<file path="src/rtl/ssp_isqrt.sv">
`default_nettype none
module ssp_isqrt #(
    parameter int IN_W   = 48,
    parameter int SIDE_W = 1
) (
    input  wire logic              i_clk,
    input  wire logic              i_rst_n,
    input  wire logic              i_en,
    input  wire logic              i_valid,
    input  wire logic [IN_W-1:0]   i_val,
    input  wire logic [SIDE_W-1:0] i_side,
    output logic                   o_valid,
    output logic [IN_W/2-1:0]      o_root,
    output logic [SIDE_W-1:0]      o_side
);
    localparam int OUT_W = IN_W / 2;
    localparam int REM_W = OUT_W + 2;

    // Digit-by-digit square root, one root bit per stage.
    logic [REM_W-1:0]  r_rem  [OUT_W];
    logic [OUT_W-1:0]  r_root [OUT_W];
    logic [IN_W-1:0]   r_val  [OUT_W];
    logic [SIDE_W-1:0] r_side [OUT_W];
    logic              r_vld  [OUT_W];

    for (genvar s = 0; s < OUT_W; s++) begin : g_step
        logic [REM_W-1:0]  p_rem;
        logic [OUT_W-1:0]  p_root;
        logic [IN_W-1:0]   p_val;
        logic [SIDE_W-1:0] p_side;
        logic              p_vld;
        logic [REM_W-1:0]  sh;
        logic [REM_W-1:0]  trial;
        logic [REM_W:0]    diff;
        logic              ge;
        logic [REM_W-1:0]  n_rem;
        logic [OUT_W-1:0]  n_root;

        if (s == 0) begin : g_first
            assign p_rem  = '0;
            assign p_root = '0;
            assign p_val  = i_val;
            assign p_side = i_side;
            assign p_vld  = i_valid;
        end else begin : g_next
            assign p_rem  = r_rem[s-1];
            assign p_root = r_root[s-1];
            assign p_val  = r_val[s-1];
            assign p_side = r_side[s-1];
            assign p_vld  = r_vld[s-1];
        end

        assign sh     = {p_rem[OUT_W-1:0], p_val[IN_W-1-2*s -: 2]};
        assign trial  = {p_root, 2'b01};
        assign diff   = {1'b0, sh} - {1'b0, trial};
        assign ge     = !diff[REM_W];
        assign n_rem  = ge ? diff[REM_W-1:0] : sh;
        assign n_root = {p_root[OUT_W-2:0], ge};

        always_ff @(posedge i_clk) begin
            if (!i_rst_n) begin
                r_vld[s] <= 1'b0;
            end else if (i_en) begin
                r_vld[s] <= p_vld;
            end
        end

        always_ff @(posedge i_clk) begin
            if (i_en) begin
                r_rem[s]  <= n_rem;
                r_root[s] <= n_root;
                r_val[s]  <= p_val;
                r_side[s] <= p_side;
            end
        end
    end

    assign o_valid = r_vld[OUT_W-1];
    assign o_root  = r_root[OUT_W-1];
    assign o_side  = r_side[OUT_W-1];
endmodule
`default_nettype wire

</file>
<file path="config.mk">
export PLATFORM = sky130hd
export DESIGN_NAME = ssp_isqrt
export DESIGN_NICKNAME = d
export VERILOG_FILES = /design/src/rtl/ssp_isqrt.sv
export SDC_FILE = /design/constraint.sdc
export NUM_CORES = 2
export LEC_CHECK = 0
export ABC_AREA = 1
export BUFFER_PORTS_ARGS = -buffer_cell sky130_fd_sc_hd__buf_4
export CAP_MARGIN = 25
export CORE_MARGIN = 2
export CORE_UTILIZATION = 50
export CTS_BUF_LIST = sky130_fd_sc_hd__clkbuf_4 sky130_fd_sc_hd__clkbuf_8
export DETAILED_ROUTE_END_ITERATION = 12
export PLACE_DENSITY = 0.65
export SYNTH_ARGS = -nofsm -noshare
export SYNTH_HDL_FRONTEND = slang
export SYNTH_SLANG_ARGS = --single-unit
</file>
<file path="constraint.sdc">
create_clock -name i_clk -period 2.2 [get_ports i_clk]
set_input_delay 0.11 -clock i_clk [delete_from_list [all_inputs] [get_ports i_clk]]
set_output_delay 0.11 -clock i_clk [all_outputs]
set_load 0.05 [all_outputs]
</file>
# Word-level counts from Yosys, hierarchy flattened
# Memory sizes are Yosys's and may differ from the RTL's.
# Index checks and enable logic that the tools add are counted.
# totals
reg_bits	0
latchBits	0
ramBits	2400
rom_bits	0
in_bits	53
out_inout_bits	26
elab_cells	130
memories	5
# memory_table
memory	words	width	rd	rd_ports_with_merged_regs	write_ports	line_no	source
r_val	24	48	23	0	24	22	logic [IN_W-1:0] r_val [OUT_W];
r_rem	24	26	23	0	24	20	logic [REM_W-1:0] r_rem [OUT_W];
r_root	24	24	24	0	24	21	logic [OUT_W-1:0] r_root [OUT_W];
r_side	24	1	24	0	24	23	logic [SIDE_W-1:0] r_side [OUT_W];
r_vld	24	1	24	0	24	24	logic r_vld [OUT_W];
# op_classes
n_addsub	24
mul	0
div_mod_pow	0
n_lt_le_gt_ge	0
n_eq_ne	0
n_shift	0
muxes	53
bitwise_logic	24
n_reduce_logical	24
# ops
cell	count
2-to-1 mux 26 bit	24
subtractor 26 x 26 -> 27 bit	23
2-to-1 mux 1 bit	29
zero test 1 bit	24
OR 1 bit	24
subtractor 2 x 1 -> 3 bit, second input constant	1

# Depth between registers and ports, before layout
# depth
depth_word	4
mapped_depth	15
depth_no_buf	14

# Least setup slack after synthesis
# Ideal clock, no wire load.
# synth_path
kind	reg-to-reg
startpoint	memory r_rem[1][133] (netlist name)
endpoint	memory r_rem[1][165] (netlist name), data pin
setup_time_ps	252
t_arrival_ps	1716
required_time_ps	1948
slack_ps	232
stages_incl_launch_ff	14
n_path_buf	2
synth_period_minus_slack_ps	1968
path_cell_list	edfxtp_1 -> ha_1 -> nand2_1 -> clkinv_1 -> a21oi_2 -> nand2_2 -> nand2_1 -> nand2_2 -> nand2_2 -> nand2_2 -> buf_6 -> buf_6 -> nand2_1 -> nand2_1
# synth_rtl
item	line_no
start: declaration	20

==> run summary <==
STA
------------------------------------------------------------------------------
RSZ-0062 raised after global routing ............................         true
Timing-limited maximum frequency ................................    0.458 GHz
Final total negative setup slack ................................         0 ps
Max transition margin ...........................................        0.507
Worst-Margin Slew ...............................................       738 ps
Clk_skew ........................................................      51.0 ps
Max Slew Vio Count ..............................................            0
Post-route fraction of the period consumed by the critical path .        0.993
Final setup vio count ...........................................            0
Final hold viol count ...........................................            0
Final critical path time including I/O delays and setup .........      2180 ps

CLOCK TREE
------------------------------------------------------------------------------
Clock Root Buffer ...............................................     clkbuf_8
Level count of the clock H-tree .................................            4
CTS clock-pin slew for the worst setup and hold paths ...........        60 ps
Buffers from clock root to sink, at most ........................            3
Clock Latency Late Sink .........................................       940 ps
Number of sinks on the clock net ................................         1412
Number of clock buffers inserted by TritonCTS ...................          230
Clock tree from TritonCTS .......................................          yes

FLOORPLAN
------------------------------------------------------------------------------
I/O pins ........................................................           79
Die Width .......................................................       390 um
Die area ........................................................ 152000 sq um
Height of the die ...............................................       390 um
Effective utilization at floorplan ..............................        0.504
# rows ..........................................................          141
Floorplan Core Area ............................................. 148000 sq um

CELLS AND AREA
------------------------------------------------------------------------------
Share of post-route cells with drive strength above 1 ...........        0.163
Growth of design area from synthesis to finish ..................        20.4%
Final net count .................................................         9420
Final design utilization ........................................        0.607

HOLD PATH
------------------------------------------------------------------------------
Path category of the worst min-delay check ...................... input pin to flip-flop
Endpoint, Worst Hold ............................................  r_val[0][1]
Start point of the worst min-delay path .........................         i_en
Cell count of the worst hold path ...............................            2

YOSYS
------------------------------------------------------------------------------
Commonest register cell after synthesis .........................     edfxtp_1
Cell types with the largest area share after synthesis .......... edfxtp_1 (57%), nand2_1 (13%), inv_1 (7.4%)
Post-synthesis sequential element count .........................         1412
Syn nets ........................................................         8538
Number of synthesis warnings ....................................            0
Fraction of the yosys area taken by sequential cells ............        0.568
Async S/R FF share, synth .......................................            0
Number of enable flip-flop cells after synthesis ................         1411
Library cell with the largest summed area after synthesis .......     edfxtp_1
Cells after Synth ...............................................         8186
Yosys cell types ................................................           55
Top cell type's share of synthesized area .......................        0.567
Average footprint of a synthesized cell .........................   9.12 sq um
Post-synthesis instance area ....................................  74700 sq um

PLACEMENT
------------------------------------------------------------------------------
PortBufs ........................................................           78
Half-perimeter wire length after placement ......................       136 mm
RD Place Congestion .............................................        0.964

ROUTING
------------------------------------------------------------------------------
Violation count after the first detailed-route iteration ........         4187
Initial DRT Pass Iterations .....................................            7
WL met1 .........................................................      81.5 mm
Vias per inst ...................................................         5.00
Routed Antenna Nets .............................................            0
Uppermost layer routed ..........................................         met4
Wirelength per Cell .............................................      16.3 um
Number of remaining DRC errors ..................................            0
Post-detailed-routing wire length ...............................       182 mm
Detail Route met3 WL ............................................      9.75 mm
Vias after detailed routing .....................................        55900
Detailed route wirelength on metal2 .............................      85.5 mm

GLOBAL ROUTING
------------------------------------------------------------------------------
Overflow left after global routing ..............................            0
Initial antenna violation count .................................            2
Pin count of the biggest net entering global routing ............           70
Vias in the first global route ..................................        53700
Total global-route track usage ..................................        0.234
Wire length of the first global-routing pass ....................       282 mm

WORST SETUP PATH
------------------------------------------------------------------------------
Worst setup path category ....................................... flip-flop to flip-flop
FF-to-FF path depth .............................................           13
R2r setup slk ...................................................        20 ps
Critical path startpoint category ...............................    flip-flop
WP data arrival .................................................      2840 ps
Worst R2R End ................................................... r_rem[2][83]
Critical Path Fanout Max ........................................            6
CP Capture Type .................................................    flip-flop
FF-to-FF Start .................................................. r_root[2][50]
Required time reported for the critical path endpoint ...........      2850 ps

PWR
------------------------------------------------------------------------------
Total power density per cell area ...............................  852 nW/um^2
Clock Power Share ...............................................        0.304
Max VDD drop ....................................................   0.000875 V
Comb pwr share ..................................................        0.237
Net switching component of the power ............................      23.6 mW
Internal power ..................................................      53.0 mW
Switching share of power ........................................        0.308
Seq pwr share ...................................................        0.459
Leakage power figure ............................................      40.4 nW

JOB
------------------------------------------------------------------------------
Number of max-cap violations ....................................            0

OUTCOME
------------------------------------------------------------------------------
Run status ...................................................... finished clean

## critical path, stage by stage, from the launching register on
cell	delay [ps]
edfxtp_1	420
inv_1	130
ha_4	220
nand2_4	80
inv_1	50
nand2_2	70
nand2_2	60
nand2_2	70
nand3_4	110
nand2_4	100
inv_2	40
nor2_4	280
clkbuf_16	220
o21ai_2	70
## worst max-delay path by stage
stage / from / endpoint / slack [ps] / cells past startpoint
finish: r_root[2][50] / r_rem[2][83] / 20 / 13
global route: r_root[2][104] / r_rem[2][151] / -60 / 12
CTS: r_rem[1][133] / r_rem[1][168] / 0.7 / 12
detailed placement: r_rem[2][58] / r_rem[2][88] / -190 / 10
global placement: r_rem[2][59] / r_rem[2][83] / -160 / 10
floorplan: r_rem[1][133] / r_rem[1][165] / 230 / 13
## per-stage QoR
step           instances  hold slack (ps)  area [sq um]  worst slack, ps  total power [mW]
4_1_cts            11100              119         86600            0.667              75.8
6_report           11200              205         89900             15.8              76.6
2_1_floorplan       8186              209         74700              232              45.7
3_3_place_gp       10500              288         80700             -156              51.6
3_5_place_dp       10500              289         80700             -194              51.9
5_1_grt            11200              150         89900            -57.6              81.0
## state kept, by name, summed over array words and instances (netlist names)
name    flops
r_vld      24
r_side     24
r_root    300
r_val     552
r_rem     512
## Yosys cell counts (3+ instances only)
cell	instances
nor4_1	6
and3_1	6
nand3b_1	89
o21ai_0	133
nand2_1	2663
o21ai_2	37
and2_1	10
o21bai_1	8
buf_4	26
nor2_2	30
nor3_1	62
xor2_1	114
inv_2	13
buf_6	26
a21oi_1	240
o21ai_1	31
buf_2	12
nor3_2	3
nand2_4	5
nor2_4	9
a21oi_2	30
edfxtp_1	1411
nor2_1	632
clkbuf_1	9
nand3_2	14
nand2_2	43
o211ai_1	6
nand3_4	5
o21a_1	3
ha_1	299
inv_1	1472
or2_2	6
nand4_1	120
inv_4	6
xnor2_1	84
nand3_1	501
## cells in the final DEF, fill, tap and decap left out, types with 17 or more instances in the layout
| cell type | netlist | routed |
|---|---|---|
| buf_4 | 26 | 563 |
| nand3b_1 | 89 | 89 |
| nor2_2 | 30 | 62 |
| nand2_2 | 43 | 92 |
| inv_2 | 13 | 29 |
| nor2_4 | 9 | 22 |
| xnor2_1 | 84 | 84 |
| o21ai_2 | 37 | 42 |
| clkinv_1 | 1 | 65 |
| o21ai_1 | 31 | 37 |
| buf_12 | 2 | 40 |
| a21oi_1 | 240 | 208 |
| nand2_4 | 5 | 17 |
| edfxtp_1 | 1411 | 1411 |
| nand3_2 | 14 | 21 |
| dlygate4sd3_1 | 0 | 106 |
| nand3_1 | 501 | 492 |
| clkbuf_8 | 0 | 231 |
| xor2_1 | 114 | 114 |
| clkinv_2 | 0 | 29 |
| a21oi_2 | 30 | 59 |
| o21ai_0 | 133 | 120 |
| clkbuf_4 | 0 | 65 |
| nor3_1 | 62 | 57 |
| ha_4 | 0 | 123 |
| nand4_1 | 120 | 120 |
| ha_1 | 299 | 159 |
| ha_2 | 0 | 17 |
| nand2_1 | 2663 | 2599 |
| nor2_1 | 632 | 587 |
| inv_1 | 1472 | 1452 |
## power groups by stage
stage / Sequential [mW] / Combinational (mW) / Clock [mW]
finish: 35.2 / 18.2 / 23.3
global route: 35.4 / 20.5 / 25.2
CTS: 35.0 / 16.6 / 24.1
detailed placement: 35.5 / 16.3 / 0
global placement: 35.5 / 16.1 / 0
floorplan: 34.7 / 11.0 / 0
## cell type report
type	count	area (sq um)
well taps	1930	2410
fillers	12600	58100
multi-input cells	5208	28400
repair inverters	1	8.76
diodes	3	7.51
clock inverters	127	1060
inverters	1493	5690
repair buffers	722	6300
flip-flops and latches	1412	42400
clock buffers	296	3670
## routing by layer
| layer | up-vias | track usage |
|---|---|---|
| met4 | 0 | 0.0767 |
| met2 | 1450 | 0.383 |
| met3 | 344 | 0.0389 |
| met5 | - | 0 |
| met1 | 25800 | 0.317 |
| li1 | 28300 | - |
## kinds of logic after synthesis
logic type / Yosys count / synth area share
DFF: 1412 / 0.568
adders and majority gates: 299 / 0.0501
xor gates and xnor gates: 198 / 0.0232
buffers and inverters: 1568 / 0.0837
AOI/OAI and AO/OA: 500 / 0.0381
and+or+nand+nor: 4208 / 0.237
other: 1 / 0.0000502
## repair_timing
item / 4_1_cts / 5_1_grt
pin swaps: 1 / 48
setup buffers: 8 / 111
resized for setup: 18 / 415
hold buffers: 106 / 0
endpoints found under the hold margin: 1138 / 0
setup endpoints to repair: 65 / 413
cloned: 0 / 7
Power figures use the tool's default switching activity.
