--- src/rtl/ssp_divider.sv ---
`default_nettype none
module ssp_divider #(
    parameter int NUM_W  = 48,
    parameter int DEN_W  = 24,
    parameter int QUO_W  = 25,
    parameter int SIDE_W = 1
) (
    input  wire logic              i_clk,
    input  wire logic              i_rst_n,
    input  wire logic              i_en,
    input  wire logic              i_valid,
    input  wire logic [NUM_W-1:0]  i_num,
    input  wire logic [DEN_W-1:0]  i_den,
    input  wire logic [SIDE_W-1:0] i_side,
    output logic                   o_valid,
    output logic [QUO_W-1:0]       o_quo,
    output logic [SIDE_W-1:0]      o_side
);
    // Restoring division, one quotient bit per stage. The top bits of the
    // dividend must already be below the divisor.
    logic [DEN_W-1:0]  r_rem  [QUO_W];
    logic [QUO_W-1:0]  r_low  [QUO_W];
    logic [QUO_W-1:0]  r_quo  [QUO_W];
    logic [DEN_W-1:0]  r_den  [QUO_W];
    logic [SIDE_W-1:0] r_side [QUO_W];
    logic              r_vld  [QUO_W];

    for (genvar s = 0; s < QUO_W; s++) begin : g_step
        logic [DEN_W-1:0]  p_rem;
        logic [QUO_W-1:0]  p_low;
        logic [QUO_W-1:0]  p_quo;
        logic [DEN_W-1:0]  p_den;
        logic [SIDE_W-1:0] p_side;
        logic              p_vld;
        logic [DEN_W:0]    sh;
        logic [DEN_W+1:0]  diff;
        logic              qbit;
        logic [DEN_W-1:0]  n_rem;
        logic [QUO_W-1:0]  n_quo;

        if (s == 0) begin : g_first
            assign p_rem  = DEN_W'(i_num >> QUO_W);
            assign p_low  = i_num[QUO_W-1:0];
            assign p_quo  = '0;
            assign p_den  = i_den;
            assign p_side = i_side;
            assign p_vld  = i_valid;
        end else begin : g_next
            assign p_rem  = r_rem[s-1];
            assign p_low  = r_low[s-1];
            assign p_quo  = r_quo[s-1];
            assign p_den  = r_den[s-1];
            assign p_side = r_side[s-1];
            assign p_vld  = r_vld[s-1];
        end

        assign sh    = {p_rem, p_low[QUO_W-1-s]};
        assign diff  = {1'b0, sh} - {2'b00, p_den};
        assign qbit  = !diff[DEN_W+1];
        assign n_rem = qbit ? diff[DEN_W-1:0] : sh[DEN_W-1:0];
        assign n_quo = {p_quo[QUO_W-2:0], qbit};

        always_ff @(posedge i_clk) begin
            if (!i_rst_n) begin
                r_vld[s] <= 1'b0;
            end else if (i_en) begin
                r_vld[s] <= p_vld;
            end
        end

        always_ff @(posedge i_clk) begin
            if (i_en) begin
                r_rem[s]  <= n_rem;
                r_low[s]  <= p_low;
                r_quo[s]  <= n_quo;
                r_den[s]  <= p_den;
                r_side[s] <= p_side;
            end
        end
    end

    assign o_valid = r_vld[QUO_W-1];
    assign o_quo   = r_quo[QUO_W-1];
    assign o_side  = r_side[QUO_W-1];
endmodule
`default_nettype wire

--- config.mk ---
export PLATFORM = sky130hd
export DESIGN_NAME = ssp_divider
export DESIGN_NICKNAME = d
export VERILOG_FILES = /design/src/rtl/ssp_divider.sv
export SDC_FILE = /design/constraint.sdc
export NUM_CORES = 2
export LEC_CHECK = 0
export ABC_AREA = 0
export BUFFER_PORTS_ARGS = -buffer_cell sky130_fd_sc_hd__buf_4
export CORE_ASPECT_RATIO = 0.8
export CORE_MARGIN = 1.5
export CORE_UTILIZATION = 60
export CTS_CLUSTER_DIAMETER = 100
export DETAILED_ROUTE_END_ITERATION = 6
export PLACE_DENSITY = 0.76
export SLEW_MARGIN = 20
export SYNTH_ARGS = -nofsm -noshare
export SYNTH_HDL_FRONTEND = slang
export SYNTH_SLANG_ARGS = --single-unit
--- constraint.sdc ---
create_clock -name i_clk -period 8.2 [get_ports i_clk]
set_input_delay 0.41 -clock i_clk [delete_from_list [all_inputs] [get_ports i_clk]]
set_output_delay 0.41 -clock i_clk [all_outputs]
set_load 0.05 [all_outputs]
==> Word level (Yosys, flattened, before mapping) <==
Memories as Yosys holds them, arrays and structs flattened.
Index checks and enable logic that the tools add are counted.
{ "totals": {"ramBits": 2500, "output_inout_bits": 27, "latchBits": 0, "word_cells": 136, "mem_bits_ro": 0, "ff_bits": 0, "mem_count": 6, "in_bits": 77} }
{ "classes": {"reduce_logical": 25, "n_eq_ne": 0, "mul": 0, "shifts": 0, "magnitude_cmp": 0, "div_mod_pow": 0, "n_mux": 55, "n_bitwise": 25, "add_sub_neg": 25} }
{ "memory_table": {"columns": ["name", "words", "word_bits", "rd", "rd_ports_with_merged_regs", "write_ports", "line", "source"], "rows": [
  ["r_low", 25, 25, 24, 0, 25, "22", "logic [QUO_W-1:0] r_low [QUO_W];"],
  ["r_quo", 25, 25, 25, 0, 25, "23", "logic [QUO_W-1:0] r_quo [QUO_W];"],
  ["r_den", 25, 24, 24, 0, 25, "24", "logic [DEN_W-1:0] r_den [QUO_W];"],
  ["r_rem", 25, 24, 24, 0, 25, "21", "logic [DEN_W-1:0] r_rem [QUO_W];"],
  ["r_side", 25, 1, 25, 0, 25, "25", "logic [SIDE_W-1:0] r_side [QUO_W];"],
  ["r_vld", 25, 1, 25, 0, 25, "26", "logic r_vld [QUO_W];"]
]} }
{ "ops": {"columns": ["op", "count"], "rows": [
  ["$sub A25 B24 Y26", 24],
  ["$mux W24", 25],
  ["$mux W1", 30],
  ["$logic_not A1 Y1", 25],
  ["$or A1 B1 Y1", 25],
  ["$sub A24 B24 Y25", 1]
]} }

==> Longest topological paths before layout <==
{ "logic_depth": {"depth_word": 4, "depth_mapped": 14} }

==> Worst setup path after synthesis <==
OpenSTA, ideal clock, no wires.
{ "synth_path": {"path_kind": "input-to-reg", "startpoint": "input i_num[24]", "endpoint": "memory r_rem[0][17], data pin", "cell_stages": 12, "setup_time_ns": 0.260, "setup_slack_ns": 4.880, "arrival_time_ns": 3.060, "required_ns": 7.940, "cell_sequence": "inv_1 -> ha_1 -> fa_1 -> nor2b_1 -> o31ai_1 -> a2111oi_2 -> nor3_1 -> nor2_1 -> a21oi_2 -> o41ai_4 -> buf_4 -> mux2_2"} }
{ "synth_rtl": {"columns": ["item", "line", "source"], "rows": [
  ["start, declared", "12", "input wire logic [NUM_W-1:0] i_num,"],
  ["end, declared", "21", null]
]} }

==> reports/metrics.sh <==
CRITICAL_PATH_SOURCE_TYPE='flop'
FINAL_LAYOUT_SIZE_SUFFIX_GT1_SHARE_PCT=8.82
FINALSETUPVIOLCOUNT=0
TIMING.MAX_SLEW.REL_SLACK_PCT=27.0
DIE_X_UM=435
HOLD-PATH-CELL-COUNT=1
FIN_WORST_SKEW_PS=33.0
FINALCRITICALPERIOD_PS=4290
POWER_LEAKAGE_uW=0.0398
MET2ROUTEDLENGTH_UM=76200
CLKTRANSATPATHREGS_PS=60
DETAIL_ROUTE.WIRELENGTH_UM=169000
CORE_AR_UM2=148000
MAXIMUM_NUMBER_OF_PINS_ON_ONE_NET_BEFORE_GLOBAL_ROUTE_REPAIR=180
PORTBUFFERS=103
GRT_FIRST_PASS_WIRELENGTH_UM=273000
WORSTMARGINPINSLEW_PS=1090
SETUP.WORST_PATH.CLASS='flop to flop'
DETAIL_ROUTE.WL_PER_CELL_UM=17.8
AVGVIACOUNTPERCELL=5.75
MAX_CAP_VIOL_COUNT=0
NUMBER_OF_FLOPS_MAPPED_TO_ENABLE_CELLS_BY_YOSYS=1826
OUTCOME='completed'
END_KIND='flop'
DRT_FIRST_ITER_VIOLATIONS=4485
DETAIL-ROUTE-ANTENNA-NETS=0
CRIT-REG2REG-CAPTURE='r_rem[6][11]$_DFFE_PP_'
PLACEMENT.CELL_AREA_UM2=92700
DETAILEDROUTE.FIRSTPASSITERATIONCOUNT=5
GRT_USE_TOTAL_PCT=22.2
FINAL.SETUP.TNS_PS=0
NUM-NETS-FINAL=8069
DRCVIOLATIONCOUNT=0
SYNTH_CELL_TYPE_COUNT=97
GRT_PASS1_VIAS=52700
REPORT.FINAL.HOLD_VIOL_COUNT=0
CLOCK_INSERTION_DELAY_WORST_SKEW_PS=820
OVERFLOW=0
FF2FF_PATH_DEPTH=12
DIE_H_UM=349
SYNTH_TOP_AREA_CELL='sky130_fd_sc_hd__edfxtp_1'
MAPPED_AVG_CELL_AREA_UM2=12.7
SEQ_AREA_UM2=54900
SYNTH_SEQ_CELLS=1827
MIN_TO='r_low[0][6]$_DFFE_PP_'
HOLDCRITPATHCLASS='input port to flop'
SYNTH.CELL_AREA_UM2=89500
SYNTH_TOP_AREA_SHARE_PCT=61.2
MET3_WIRELENGTH_UM=12000
TIMING.HOLD.WS_PS=72.5
YS_TOP_CELLS_BY_COUNT='sky130_fd_sc_hd__edfxtp_1, sky130_fd_sc_hd__inv_1, sky130_fd_sc_hd__ha_1'
INITIAL_UTIL_PCT=60.6
TRITONCTS='yes'
CELLPOWERDENSITY_nW_PER_UM2=378
HTREE_LEVELS=4
CP.REQUIRED_PS=8770
TOP_SIGNAL_LAYER_USED='met5'
SYNTH_FP_NETS=7775
SYNTH.YOSYS.SEQ_AREA_SHARE_PCT=61.3
IRDROPWORSTVDD_uV=306
CRITICAL_PATH.MAX_FANOUT=20
NUMCLOCKSINKS=1827
TIMING.CRITICAL_PATH.ARRIVAL_PS=4860
SYNTHESIS_WARNING_TOTAL=0
SYNTH_MOST_COMMON_CELL='sky130_fd_sc_hd__edfxtp_1'
MULTI_INPUT_AREA_UM2=31400
ROWS=126
NUMBER_OF_ANTENNA_VIOLATIONS_AT_THE_FIRST_CHECK_IN_GLOBAL_ROUTING=8
REPORT.FINAL.SLEW_VIOL_COUNT=0
ROUTE.LAYER.MET1.WL_UM=76800
SETUP_REPAIR_AFTER_GLOBAL_ROUTING_MISSED_ITS_MARGIN='no'
POSTSYNTHCELLCOUNT=7075
HOLDCRITSTARTPOINT='i_en'
FP.DIEAREA_UM2=152000
INSERTED_CLOCK_BUFFERS=176
CTS_MAX_PATH_BUFFERS=3
VIA_COUNT=54700
WORST-R2R-SETUP-SLACK_PS=3910
SYNTHFLOPTYPE='sky130_fd_sc_hd__edfxtp_1'
AREA_DELTA_SYNTH_FINAL_PCT=11.0
PLACE.GP.CONGESTION=0.913
N_FILL_CELL=10500
CTS_ROOT_BUFFER='sky130_fd_sc_hd__clkbuf_16'
DESIGN_AREA_UM2=99400
REGTOREGSTARTPOINT='r_den[0][121]$_DFFE_PP_'
MAX_FREQ_MHz=233
MIN_PERIOD_OVER_PERIOD_PCT=52.3
IO_PINS=104
ASYNC_RESET_FF_SHARE_PCT=0
YS_TOP_CELLS_BY_AREA='sky130_fd_sc_hd__edfxtp_1, sky130_fd_sc_hd__ha_1, sky130_fd_sc_hd__inv_1, sky130_fd_sc_hd__o21ai_0, sky130_fd_sc_hd__a21oi_1'
DP_HPWL_UM=119000
state kept, by name (all words and copies together) (netlist names):
name and flops:
r_low 300, r_den 576, r_vld 25, r_side 25, r_rem 576, r_quo 325
kinds of logic (layout without fill, tap and decap cells):
group / count (synthesis) / after routing / share of synthesized area (%)
adder cells (fa/ha/maj): 623 / 623 / 8.91
flip-flops: 1827 / 1827 / 61.3
other: 0 / 1 / 0
AO/OA/AOI/OAI: 1619 / 1619 / 11.4
multiplexers: 216 / 216 / 2.68
buffers and inverters: 859 / 1300 / 3.75
XOR/XNOR: 427 / 427 / 4.18
AND/OR/NAND/NOR: 1504 / 1504 / 7.80
routing by layer:
layer	global-route usage, %	up-vias
met5	0	-
met4	6.71	2
met3	3.86	314
met2	34.6	1623
met1	32.3	26200
li1	-	26500
what timing repair did:
| item | in CTS | in global routing |
|---|---|---|
| endpoints found under the hold margin | 77 | 0 |
| setup buffers | 0 | 0 |
| hold buffers | 75 | 0 |
| resized for setup | 0 | 0 |
per-stage QoR:
step                total power, uW  setup WS [ps]  util (%)  instances
floorplan                     25600           4880         -       7075
global placement              28500           4030      62.7       9098
detailed placement            29100           3980      62.7       9098
CTS                           37600           3960      67.2       9498
global route                  40000           3560      67.2       9500
finish                        37500           3910      67.2       9501
worst max-delay path, stage by stage (launching register included):
cell and delay (ps):
sky130_fd_sc_hd__edfxtp_1 710, sky130_fd_sc_hd__inv_1 130, sky130_fd_sc_hd__ha_1 300, sky130_fd_sc_hd__nor2b_1 170, sky130_fd_sc_hd__o211ai_1 100, sky130_fd_sc_hd__a31oi_1 270, sky130_fd_sc_hd__o21a_1 220, sky130_fd_sc_hd__a31o_2 210
sky130_fd_sc_hd__a21boi_1 130, sky130_fd_sc_hd__o31ai_1 420, sky130_fd_sc_hd__o21a_1 670, sky130_fd_sc_hd__buf_4 360, sky130_fd_sc_hd__mux2_2 360
how the worst max path moves through the flow:
stage / start / to / cells past startpoint
after floorplan: i_num[24] / r_rem[0][17]$_DFFE_PP_ / 12
after CTS: r_den[0][121]$_DFFE_PP_ / r_rem[6][11]$_DFFE_PP_ / 12
after global placement: r_den[1][1]$_DFFE_PP_ / r_rem[17][11]$_DFFE_PP_ / 12
after global routing: r_den[0][121]$_DFFE_PP_ / r_rem[6][11]$_DFFE_PP_ / 12
after detailed placement: i_num[24] / r_rem[0][5]$_DFFE_PP_ / 13
final: r_den[0][121]$_DFFE_PP_ / r_rem[6][11]$_DFFE_PP_ / 12
power by group:
part	internal (uW)	switching, uW
logic	6490	8210
clock network	4750	3510
registers	13300	1270
cells in the final DEF, fill, tap and decap left out, types with 55 or more instances in the layout:
cell	instances
sky130_fd_sc_hd__mux2_2	182
sky130_fd_sc_hd__o31ai_1	55
sky130_fd_sc_hd__o21a_1	97
sky130_fd_sc_hd__xnor2_1	244
sky130_fd_sc_hd__nand2b_1	98
sky130_fd_sc_hd__xor2_1	183
sky130_fd_sc_hd__o21ai_0	463
sky130_fd_sc_hd__nor3_1	101
sky130_fd_sc_hd__a21oi_1	443
sky130_fd_sc_hd__nand2_1	494
sky130_fd_sc_hd__ha_1	599
sky130_fd_sc_hd__nor2b_1	83
sky130_fd_sc_hd__buf_4	139
sky130_fd_sc_hd__nand3_1	110
sky130_fd_sc_hd__a21o_1	159
sky130_fd_sc_hd__nor2_1	398
sky130_fd_sc_hd__clkbuf_16	177
sky130_fd_sc_hd__dlygate4sd3_1	75
sky130_fd_sc_hd__and3_1	66
sky130_fd_sc_hd__edfxtp_1	1826
sky130_fd_sc_hd__inv_1	749
final cells by class:
| cell class | count | area share [%] |
|---|---|---|
| inverters | 754 | 2.85 |
| diodes | 1 | 0.00252 |
| clock buffers | 206 | 4.57 |
| repair buffers | 221 | 1.95 |
| multi-input cells | 4389 | 31.6 |
| flip-flops and latches | 1827 | 55.2 |
| well taps | 1984 | 2.50 |
| clock inverters | 119 | 1.37 |
Power figures use the tool's default switching activity.
